[src/design/assert_macros.svh]
// Assertion macros shared by the transform RTL.
// Depends on nothing; files that assert include it by its bare name.
`ifndef ASSERT_MACROS_SVH
`define ASSERT_MACROS_SVH

// Property checked on every rising clock edge outside of reset.
`define STTR_ASSERT(lbl, prop, msg) \
  lbl: assert property (@(posedge clk_i) disable iff (!rst_ni) (prop)) else $error(msg);

// Condition that must never be true outside of reset.
`define STTR_NEVER(lbl, cond, msg) \
  `STTR_ASSERT(lbl, !(cond), msg)

`endif

[src/design/sttr_pkg.sv]
// Shared constants and types for the radix-4 sum-to-one transform.
// No dependencies; imported by the core.
`default_nettype none

package sttr_pkg;

  localparam int LEVELS_DEF = 3;
  localparam int SAMPLE_W   = 16;
  localparam int COEF_W     = 23;
  localparam int IDX_W      = 6;
  localparam int LVW        = 2;

  typedef enum logic [2:0] {
    ST_IDLE  = 3'b001,
    ST_XFORM = 3'b010,
    ST_EMIT  = 3'b100
  } state_e;

endpackage

`default_nettype wire

[src/design/sum_to_one_radix4_transform_core.sv]
// Radix-4 sum-to-one transform core: frame load, in-place butterflies, emit.
// Depends on sttr_pkg, sttr_ram and assert_macros.svh.
//
// Usage. Samples are taken one per transaction: a sample is accepted at a
// rising edge with start high and busy low, and stored at the next index
// of the frame of 4^LEVELS samples. The transaction that brings the last
// sample of a frame raises busy. The core then runs LEVELS butterfly passes
// over the frame memory; in each pass every word is read once and written
// once through the single read port and the single write port of the
// memory, and the first write of a pass waits until the butterfly of the
// first group is complete. After that the coefficients are read out in
// index order, one per cycle, each shown for one cycle with strobe_o high;
// last_o marks the final one. busy drops in the cycle that shows the final
// coefficient, so the next frame may start there. For LEVELS = 3 a frame
// holds 64 samples. Coefficients equal the true transform times 2^LEVELS.
// The receiver cannot stall. Reset empties the partial frame and returns to
// idle; memory contents are not cleared.
`default_nettype none

`include "assert_macros.svh"

module sum_to_one_radix4_transform_core #(
  parameter int LEVELS = sttr_pkg::LEVELS_DEF
) (
  input  wire logic                          clk_i,
  input  wire logic                          rst_ni,
  input  wire logic                          start,
  output logic                               busy,
  input  wire logic signed [sttr_pkg::SAMPLE_W-1:0] sample_i,
  output logic                               strobe_o,
  output logic signed [sttr_pkg::COEF_W-1:0] coefficient_o,
  output logic        [sttr_pkg::IDX_W-1:0]  coef_index_o,
  output logic                               last_o
);

  import sttr_pkg::*;

  localparam int FRAME_LEN = 4 ** LEVELS;
  localparam int AW        = 2 * LEVELS;
  localparam int CW        = $clog2(FRAME_LEN + 5);
  localparam logic [CW-1:0]  T_FRAME  = CW'(FRAME_LEN);
  localparam logic [CW-1:0]  T_PASS   = CW'(FRAME_LEN + 4);
  localparam logic [CW-1:0]  T_WSTART = CW'(5);
  localparam logic [CW-1:0]  T_ONE    = CW'(1);
  localparam logic [AW-1:0]  IDX_LAST = AW'(FRAME_LEN - 1);
  localparam logic [LVW-1:0] LVL_LAST = LVW'(LEVELS - 1);

  state_e              state_q, state_d;
  logic [CW-1:0]       t_q, t_d;
  logic [LVW-1:0]      lvl_q, lvl_d;
  logic [AW-1:0]       load_cnt_q, load_cnt_d;
  logic                strobe_q, strobe_d;
  logic [IDX_W-1:0]    idx_q, idx_d;
  logic                last_q, last_d;

  logic [COEF_W-1:0]   p_q, q_q, r_q;
  logic [COEF_W-1:0]   o_q [4];

  logic                ram_we;
  logic [AW-1:0]       ram_waddr, ram_raddr;
  logic [COEF_W-1:0]   ram_wdata, ram_rdata;

  logic [1:0]          tm1;
  logic [AW-1:0]       wi;

  // Map the running index {group, word} of a pass to a memory address: the
  // word number goes in at bit 2*lvl, between the in-block offset and the block.
  function automatic logic [AW-1:0] grp_addr(logic [AW-1:0] i, logic [LVW-1:0] lvl);
    logic [AW-1:0] g;
    logic [AW-1:0] lo_mask;
    logic [2:0]    sh;
    sh      = {lvl, 1'b0};
    g       = i >> 2;
    lo_mask = ~({AW{1'b1}} << sh);
    return ((g & ~lo_mask) << 2) | (AW'(i[1:0]) << sh) | (g & lo_mask);
  endfunction

  assign wi  = t_q[AW-1:0] - T_WSTART[AW-1:0];
  assign tm1 = t_q[1:0] - T_ONE[1:0];

  sttr_ram #(
    .WIDTH(COEF_W),
    .DEPTH(FRAME_LEN)
  ) u_frame_ram (
    .clk_i  (clk_i),
    .we_i   (ram_we),
    .waddr_i(ram_waddr),
    .wdata_i(ram_wdata),
    .raddr_i(ram_raddr),
    .rdata_o(ram_rdata)
  );

  // Memory port control.
  always_comb begin
    ram_we    = 1'b0;
    ram_waddr = load_cnt_q;
    ram_wdata = {{(COEF_W - SAMPLE_W){sample_i[SAMPLE_W-1]}}, sample_i};
    ram_raddr = t_q[AW-1:0];
    unique case (state_q)
      ST_IDLE: begin
        ram_we = start;
      end
      ST_XFORM: begin
        ram_raddr = grp_addr(t_q[AW-1:0], lvl_q);
        ram_waddr = grp_addr(wi, lvl_q);
        ram_wdata = o_q[wi[1:0]];
        ram_we    = (t_q >= T_WSTART);
      end
      ST_EMIT: begin
        ram_raddr = t_q[AW-1:0];
      end
      default: begin
        ram_we = 1'b0;
      end
    endcase
  end

  // Sequencer.
  always_comb begin
    state_d    = state_q;
    t_d        = t_q;
    lvl_d      = lvl_q;
    load_cnt_d = load_cnt_q;
    strobe_d   = 1'b0;
    idx_d      = idx_q;
    last_d     = 1'b0;
    unique case (state_q)
      ST_IDLE: begin
        if (start) begin
          load_cnt_d = load_cnt_q + AW'(1);
          if (load_cnt_q == IDX_LAST) begin
            state_d = ST_XFORM;
            t_d     = '0;
            lvl_d   = '0;
          end
        end
      end
      ST_XFORM: begin
        t_d = t_q + T_ONE;
        if (t_q == T_PASS) begin
          t_d = '0;
          if (lvl_q == LVL_LAST) begin
            state_d = ST_EMIT;
          end else begin
            lvl_d = lvl_q + LVW'(1);
          end
        end
      end
      ST_EMIT: begin
        t_d      = t_q + T_ONE;
        strobe_d = 1'b1;
        idx_d    = IDX_W'(t_q[AW-1:0]);
        last_d   = (t_q[AW-1:0] == IDX_LAST);
        if (t_q[AW-1:0] == IDX_LAST) begin
          state_d = ST_IDLE;
          t_d     = '0;
        end
      end
      default: begin
        state_d = ST_IDLE;
      end
    endcase
  end

  always_ff @(posedge clk_i or negedge rst_ni) begin
    if (!rst_ni) begin
      state_q    <= ST_IDLE;
      t_q        <= '0;
      lvl_q      <= '0;
      load_cnt_q <= '0;
      strobe_q   <= 1'b0;
      idx_q      <= '0;
      last_q     <= 1'b0;
    end else begin
      state_q    <= state_d;
      t_q        <= t_d;
      lvl_q      <= lvl_d;
      load_cnt_q <= load_cnt_d;
      strobe_q   <= strobe_d;
      idx_q      <= idx_d;
      last_q     <= last_d;
    end
  end

  // Read data for word t-1 arrives now; the fourth word of a group completes
  // the butterfly, whose results are registered in o_q and then written back word by word.
  always_ff @(posedge clk_i) begin
    if (state_q == ST_XFORM && t_q >= T_ONE && t_q <= T_FRAME) begin
      case (tm1)
        2'd0: p_q <= ram_rdata;
        2'd1: q_q <= ram_rdata;
        2'd2: r_q <= ram_rdata;
        default: begin
          o_q[0] <= p_q + q_q + r_q - ram_rdata;
          o_q[1] <= p_q + q_q - r_q + ram_rdata;
          o_q[2] <= p_q - q_q + r_q + ram_rdata;
          o_q[3] <= q_q + r_q + ram_rdata - p_q;
        end
      endcase
    end
  end

  assign busy          = (state_q != ST_IDLE);
  assign strobe_o      = strobe_q;
  assign coefficient_o = ram_rdata;
  assign coef_index_o  = idx_q;
  assign last_o        = last_q;

  `STTR_ASSERT(a_strobe_after_emit, strobe_o |-> $past(state_q == ST_EMIT),
               "result strobe without a preceding emit cycle")
  `STTR_ASSERT(a_last_at_end, last_o |-> (strobe_o && coef_index_o == IDX_W'(IDX_LAST)),
               "last flag away from the final coefficient")
  `STTR_NEVER(a_no_write_in_emit, ram_we && state_q == ST_EMIT,
              "frame memory written during readout")
  `STTR_ASSERT(a_pass_starts_clean, $rose(state_q == ST_XFORM) |-> (t_q == '0 && lvl_q == '0),
               "transform entered with stale pass counters")
  `STTR_ASSERT(a_load_count_idle, (state_q != ST_IDLE) |-> (load_cnt_q == '0),
               "partial frame count while busy")

endmodule

`default_nettype wire

[src/design/sttr_ram.sv]
// Generic simple dual-port RAM: one write port, one read port, registered read.
// No dependencies.
`default_nettype none

module sttr_ram #(
  parameter int WIDTH = 23,
  parameter int DEPTH = 64,
  localparam int AW   = $clog2(DEPTH)
) (
  input  wire logic             clk_i,
  input  wire logic             we_i,
  input  wire logic [AW-1:0]    waddr_i,
  input  wire logic [WIDTH-1:0] wdata_i,
  input  wire logic [AW-1:0]    raddr_i,
  output logic      [WIDTH-1:0] rdata_o
);

  logic [WIDTH-1:0] mem [DEPTH];

  always_ff @(posedge clk_i) begin
    if (we_i) begin
      mem[waddr_i] <= wdata_i;
    end
    rdata_o <= mem[raddr_i];
  end

endmodule

`default_nettype wire
[config.mk]
export PLATFORM = sky130hd
export DESIGN_NAME = sum_to_one_radix4_transform_core
export DESIGN_NICKNAME = d
export VERILOG_FILES = /design/src/design/sttr_pkg.sv /design/src/design/sum_to_one_radix4_transform_core.sv /design/src/design/sttr_ram.sv
export VERILOG_INCLUDE_DIRS = /design/src /design/src/design
export SDC_FILE = /design/constraint.sdc
export NUM_CORES = 2
export LEC_CHECK = 0
export ABC_AREA = 0
export BUFFER_PORTS_ARGS = -buffer_cell sky130_fd_sc_hd__buf_2
export CORE_MARGIN = 5
export CORE_UTILIZATION = 38
export DETAILED_ROUTE_END_ITERATION = 7
export PLACE_DENSITY = 0.51
export SYNTH_ARGS = -nofsm -noshare
export SYNTH_HDL_FRONTEND = slang
export SYNTH_HIERARCHICAL = 1
export SYNTH_SLANG_ARGS = --single-unit
[constraint.sdc]
create_clock -name clk_i -period 10.2 [get_ports clk_i]
set_input_delay 0.51 -clock clk_i [delete_from_list [all_inputs] [get_ports clk_i]]
set_output_delay 0.51 -clock clk_i [all_outputs]
set_load 0.005 [all_outputs]
# [Word-level counts from Yosys, hierarchy flattened]
# Memory sizes are Yosys's and may differ from the RTL's. A register that Yosys moved wholly into a read port is not among the register bits.
# Cells that the tools add are included.
[totals] input_bits=19 ram_bits=1564 register_bits=95 mem_count=2 elab_cells=100
[classes] reduce_logical=13 n_addsub=16 n_lt_le_gt_ge=3 shift=3 n_eq_ne=16 n_mux=27 n_bitwise=10
[mem_list] name="u_frame_ram.mem" words=64 width=23 read_ports=1 rd_ports_with_merged_regs=1 write_ports=1 line_no="sttr_ram.sv:18" text="logic [WIDTH-1:0] mem [DEPTH];"
[mem_list] name="o_q" words=4 width=23 read_ports=1 rd_ports_with_merged_regs=0 write_ports=4 line_no="sum_to_one_radix4_transform_core.sv:57" text="logic [COEF_W-1:0] o_q [4];"
[op_table] operator="$add A23 B23 Y23" n=7
[op_table] operator="$sub A23 B23 Y23" n=4
[op_table] operator="$mux W7" n=4
[op_table] operator="$or A6 B6 Y6" n=4
[op_table] operator="$mux W23" n=1
[op_table] operator="$pmux W7 S3" n=1
[op_table] operator="$mux W3" n=5
[op_table] operator="$and A4 B6 Y6" n=2
[op_table] operator="$eq A6 B6 Y1 const B" n=2
[op_table] operator="$mux W6" n=2
[op_table] operator="$ne A2 B2 Y1 const B" n=6
[op_table] operator="$shl A2 B3 Y6" n=2
[op_table] operator="$reduce_and A5 Y1" n=2
[op_table] operator="$pmux W3 S3" n=1
[op_table] operator="$and A4 B4 Y4" n=2
[op_table] operator="$mux W2" n=4
[op_table] operator="$reduce_and A2 Y1" n=4
[op_table] operator="$add A7 B1 Y7 const B" n=1
[op_table] operator="$eq A7 B7 Y1 const B" n=1
[op_table] operator="$ge A7 B1 Y1 const B" n=1
[op_table] operator="$ge A7 B3 Y1 const B" n=1
[op_table] operator="$le A7 B7 Y1 const B" n=1
[op_table] operator="$mux W1" n=7
[op_table] operator="$add A6 B1 Y6 const B" n=1
[op_table] operator="20 further kinds" n=22

# [Depth between registers and ports, before layout]
[logic_depth] word_depth=7 mapped_depth=19 mapped_depth_nobuf=19

# [Cells and area by module]
# The synthesis kept the hierarchy.
[by_module_without_submodules] module="sttr_ram" area_per_inst_um2=56720.6 cells_per_inst=2446 seq_area_each_um2=44662.8 instances=1
[by_module_without_submodules] module="sum_to_one_radix4_transform_core" area_per_inst_um2=15422.3 cells_per_inst=1430 seq_area_each_um2=5396.4 instances=1

# [Worst setup path before layout]
# OpenSTA, ideal clock, no wires.
[synth_path] path_kind="register to register" startpoint="register t_q[0]" endpoint="memory o_q[0][0], enable pin" t_required_ps=9662 setup_ps=538 setup_slack_ps=4304 n_path_buf=2 arrival_ps=5358 path_stages_with_launch=7 synth_period_minus_slack_ps=5896 path_cell_list="dfrtp_1 -> clkbuf_1 -> buf_1 -> nor3_1 -> a21oi_1 -> o21ai_0 -> nor2_1"
[synth_lines] item="start, declared" line_no="sum_to_one_radix4_transform_core.sv:49" text="logic [CW-1:0] t_q, t_d;"
[synth_lines] item="start signal, assigned" line_no="sum_to_one_radix4_transform_core.sv:176" text="t_q <= t_d;"
[synth_lines] item="end, declared" line_no="sum_to_one_radix4_transform_core.sv:57"

==> out/qor.yml <==
dp_hpwl_mm: 115
starting_density: 0.381
cts-root-to-sink-buffers: 3
combinational_family_with_the_most_area_after_synthesis: "multiplexers"
multiInputGateArea_sq_mm: 0.0209
cp_data_arrival_time_ns: 6.06
area_delta_synth_final_pct: 13.4
synth_simple_gate_area_share: 0.0325
share_of_post_route_cells_with_drive_strength_above_1: 0.229
synth_sequential_area_ratio: 0.694
post-layout-total-power_mw: 19.4
yosys.area_share.xor_xnor: 0.0131
min_to: "state_q[0]$_DFFE_PN1P_"
critical-path-top-delay-family: "compound AO/OA/AOI/OAI gates"
fillCellCount: 16538
status: "finished, final reports clean"
yosysWarnings: 6
rr_startpoint: "p_q[0]$_DFFE_PP_"
ys_top_cells_by_count: "1630 x sky130_fd_sc_hd__edfxtp_1, 390 x sky130_fd_sc_hd__mux4_2, 197 x sky130_fd_sc_hd__inv_1"
finish.instance_area_sq_mm: 0.0818
slew_viol_final: 0
clock_insertion_delay_worst_skew_ns: 0.83
grt_antenna_before_repair: 7
drv.max_cap_violation_count: 0
drt_iter0_drcs: 3294
numCtsBuffers: 178
yosysUniqueCellTypes: 80
area_taken_by_flip_flops_and_latches_sq_mm: 0.0501
cts_tree: "done"
worstPathCellList: "ha_1, fa_1, a211oi_1, o21ai_1, a31oi_1, a21boi_1, o41a_1, a21oi_1, xnor2_1, fa_1, ha_1, nand2_1, a211oi_1, nor4_1, o31ai_1, xor2_1, xnor2_1"
static-leakage-power_nw: 27.0
critical_path_peak_fanout: 6
path_clk_slew_ns: 0.06
final_antenna_net_count: 0
placement.cell_area_sq_mm: 0.0761
drt-total-wl_mm: 190
synth_compound_gate_area_share: 0.0456
drt_pre_antenna_iters: 5
grt_pass1_wl_mm: 277
core_ar_sq_mm: 0.190
criticalPathCategory: "reg2reg"
ctsHtreeMaxLevel: 4
first_global_vias: 38521
fin_crit_sh: 0.538
total_number_of_vias: 36764
area_enclosed_by_the_die_boundary_sq_mm: 0.199
synth-seq-cells: 1679
synth_flop_cell: "sky130_fd_sc_hd__edfxtp_1"
fmaxAchievable_ghz: 0.182
finalSetupViolations: 0
yosys.area_share.adder: 0.0578
synth_cells: 3876
worst_setup_path_start_kind: "register"
synth.mux.area_fraction: 0.135
cpMaxStageDelayCell: "sky130_fd_sc_hd__fa_1"
reg2regPathDepth: 17
place.detailed.instances: 6414
finalClockSkew_ns: 0.0433
critical_path.n_buffers_inverters: 0
post_drt_wl_per_cell_um: 28.3
cts.root.buffer_cell: "sky130_fd_sc_hd__clkbuf_16"
synth.largest_area_cell: "sky130_fd_sc_hd__edfxtp_1"
numClockSinks: 1679
dominant_cell_by_count_in_the_synthesized_netlist: "sky130_fd_sc_hd__edfxtp_1"
worst-endpoint-required_ns: 10.77
layoutNonFillerInstCount: 6741
detail_route.vias_per_cell: 5.45
vdd_drop_max_mv: 0.208
cpPeakStageDelay_ns: 0.51
ios: 51
synth_nets: 4149
capture_instance_of_the_worst_register_to_register_path: "o_q[0][22]$_DFFE_PP_"
synth_enable_flop_cells: 1630
post_syn_area_sq_mm: 0.0721
synth.area.top_cells: "sky130_fd_sc_hd__edfxtp_1 68%, sky130_fd_sc_hd__mux4_2 12%, sky130_fd_sc_hd__fa_1 3.7%, sky130_fd_sc_hd__ha_1 2.1%, sky130_fd_sc_hd__inv_1 1.0%"
placement.io_buffers: 50
worstHoldStart: "start"
die_h_um: 446
worst_pin_slew_ns: 1.24
synthDominantCellAreaShare: 0.678
die_w_um: 446
grt_setup_unrepaired: "no"
hold_viol_final: 0
fin_crit_period_ns: 5.49
globalRouteTotalUtil: 0.193
remaining_drc_errors: 0
r2r_slack_ns: 4.71
syn-mean-instance-area_sq_um: 18.6
worstHoldPathType: "in2reg"
share_of_synthesized_registers_carrying_an_async_set_or_reset: 0.0155
setup-tns-final_ns: 0
maxSlewHeadroom: 0.167
num-nets-final: 4357
count_of_cells_along_the_worst_hold_path: 4
cts-resized-gates: 0
worst_setup_path_end_kind: "register"
grt_start_max_net_pins: 100
grt_overflow_total: 0
gpl.final_weighted_congestion: 0.885
power_density_mw_per_mm2: 237
row_count: 160
power breakdown:
group          internal, mW  total, mW  switching [mW]
Combinational          1.77       4.71            2.94
Clock                  3.64       6.36            2.72
Sequential             8.10       8.33           0.233
Total                  13.5       19.4            5.89
flip-flops by register name (all words and copies together), names as in the netlist:
signal	cells
u_frame_ram/mem	1472
o_q	89
p_q	23
q_q	23
r_q	23
u_frame_ram/rdata_o	23
t_q	7
coef_index_o	6
load_cnt_q	6
state_q	3
lvl_q	2
last_o	1
strobe_o	1
worst reg2reg max path, stage by stage, from the launching register on:
cell and delay (ns):
sky130_fd_sc_hd__edfxtp_1 0.42, sky130_fd_sc_hd__ha_1 0.25, sky130_fd_sc_hd__fa_1 0.43, sky130_fd_sc_hd__a211oi_1 0.38, sky130_fd_sc_hd__o21ai_1 0.20, sky130_fd_sc_hd__a31oi_1 0.29, sky130_fd_sc_hd__a21boi_1 0.23, sky130_fd_sc_hd__o41a_1 0.38
sky130_fd_sc_hd__a21oi_1 0.18, sky130_fd_sc_hd__xnor2_1 0.20, sky130_fd_sc_hd__fa_1 0.51, sky130_fd_sc_hd__ha_1 0.42, sky130_fd_sc_hd__nand2_1 0.13, sky130_fd_sc_hd__a211oi_1 0.39, sky130_fd_sc_hd__nor4_1 0.16, sky130_fd_sc_hd__o31ai_1 0.35
sky130_fd_sc_hd__xor2_1 0.21, sky130_fd_sc_hd__xnor2_1 0.09
kinds of logic (layout without fill, tap and decap cells):
logic type	after synthesis	count (layout)
AO/OA/AOI/OAI	486	486
XOR/XNOR	106	106
adder cells (fa/ha/maj)	254	254
buffers and inverters	357	709
flip-flops	1679	1679
multiplexers	486	486
other	0	2
AND/OR/NAND/NOR	508	508
stage by stage:
stage	setup WS (ns)	hold WS [ns]	util
6_report	4.71	0.104	0.432
5_1_grt	4.45	0.0756	0.432
4_1_cts	4.69	0.0425	0.432
3_5_place_dp	4.72	0.487	0.401
3_3_place_gp	4.68	0.482	0.401
2_1_floorplan	4.30	0.214	-
worst max-delay path by stage:
stage,start,endpoint,slack [ns],cells past startpoint
6_report,p_q[0]$_DFFE_PP_,o_q[0][22]$_DFFE_PP_,4.71,17
5_1_grt,p_q[0]$_DFFE_PP_,o_q[0][22]$_DFFE_PP_,4.45,17
4_1_cts,p_q[0]$_DFFE_PP_,o_q[0][22]$_DFFE_PP_,4.69,17
3_5_place_dp,p_q[0]$_DFFE_PP_,o_q[0][22]$_DFFE_PP_,4.72,17
3_3_place_gp,p_q[0]$_DFFE_PP_,o_q[0][22]$_DFFE_PP_,4.68,17
2_1_floorplan,t_q[0]$_DFFE_PN0P_,o_q[0][0]$_DFFE_PP_,4.30,6
placed cells by master (no fill, tap or decap), types with 58 or more instances in the layout:
cell                           n
sky130_fd_sc_hd__a21oi_1     105
sky130_fd_sc_hd__buf_4       132
sky130_fd_sc_hd__clkbuf_1     58
sky130_fd_sc_hd__clkbuf_16   180
sky130_fd_sc_hd__edfxtp_1   1630
sky130_fd_sc_hd__fa_1        132
sky130_fd_sc_hd__ha_1        122
sky130_fd_sc_hd__inv_1       197
sky130_fd_sc_hd__mux2i_1      73
sky130_fd_sc_hd__mux4_2      390
sky130_fd_sc_hd__nand2_1     129
sky130_fd_sc_hd__nor2_1       95
sky130_fd_sc_hd__nor2_2       66
sky130_fd_sc_hd__o21ai_0      81
sky130_fd_sc_hd__xnor2_1      81
layer usage:
layer	up-vias	wire, um	track usage
met5	-	0	0
met4	0	5100	0.0530
met3	263	9820	0.0305
met2	973	92500	0.317
met1	19699	83000	0.268
li1	15829	-	-
layout make-up:
class	count	share of cell area
flip-flops and latches	1679	0.612
multi-input cells	1840	0.255
clock buffers	253	0.0602
well taps	2511	0.0384
repair buffers	186	0.0160
clock inverters	71	0.00957
inverters	199	0.00913
diodes	2	0.0000612
what timing repair did:
action | CTS | global route
setup buffers | 0 | 0
hold buffers | 1 | 0
endpoints found under the hold margin | 25 | 0
Note: power is estimated with default switching activity, not from simulation.
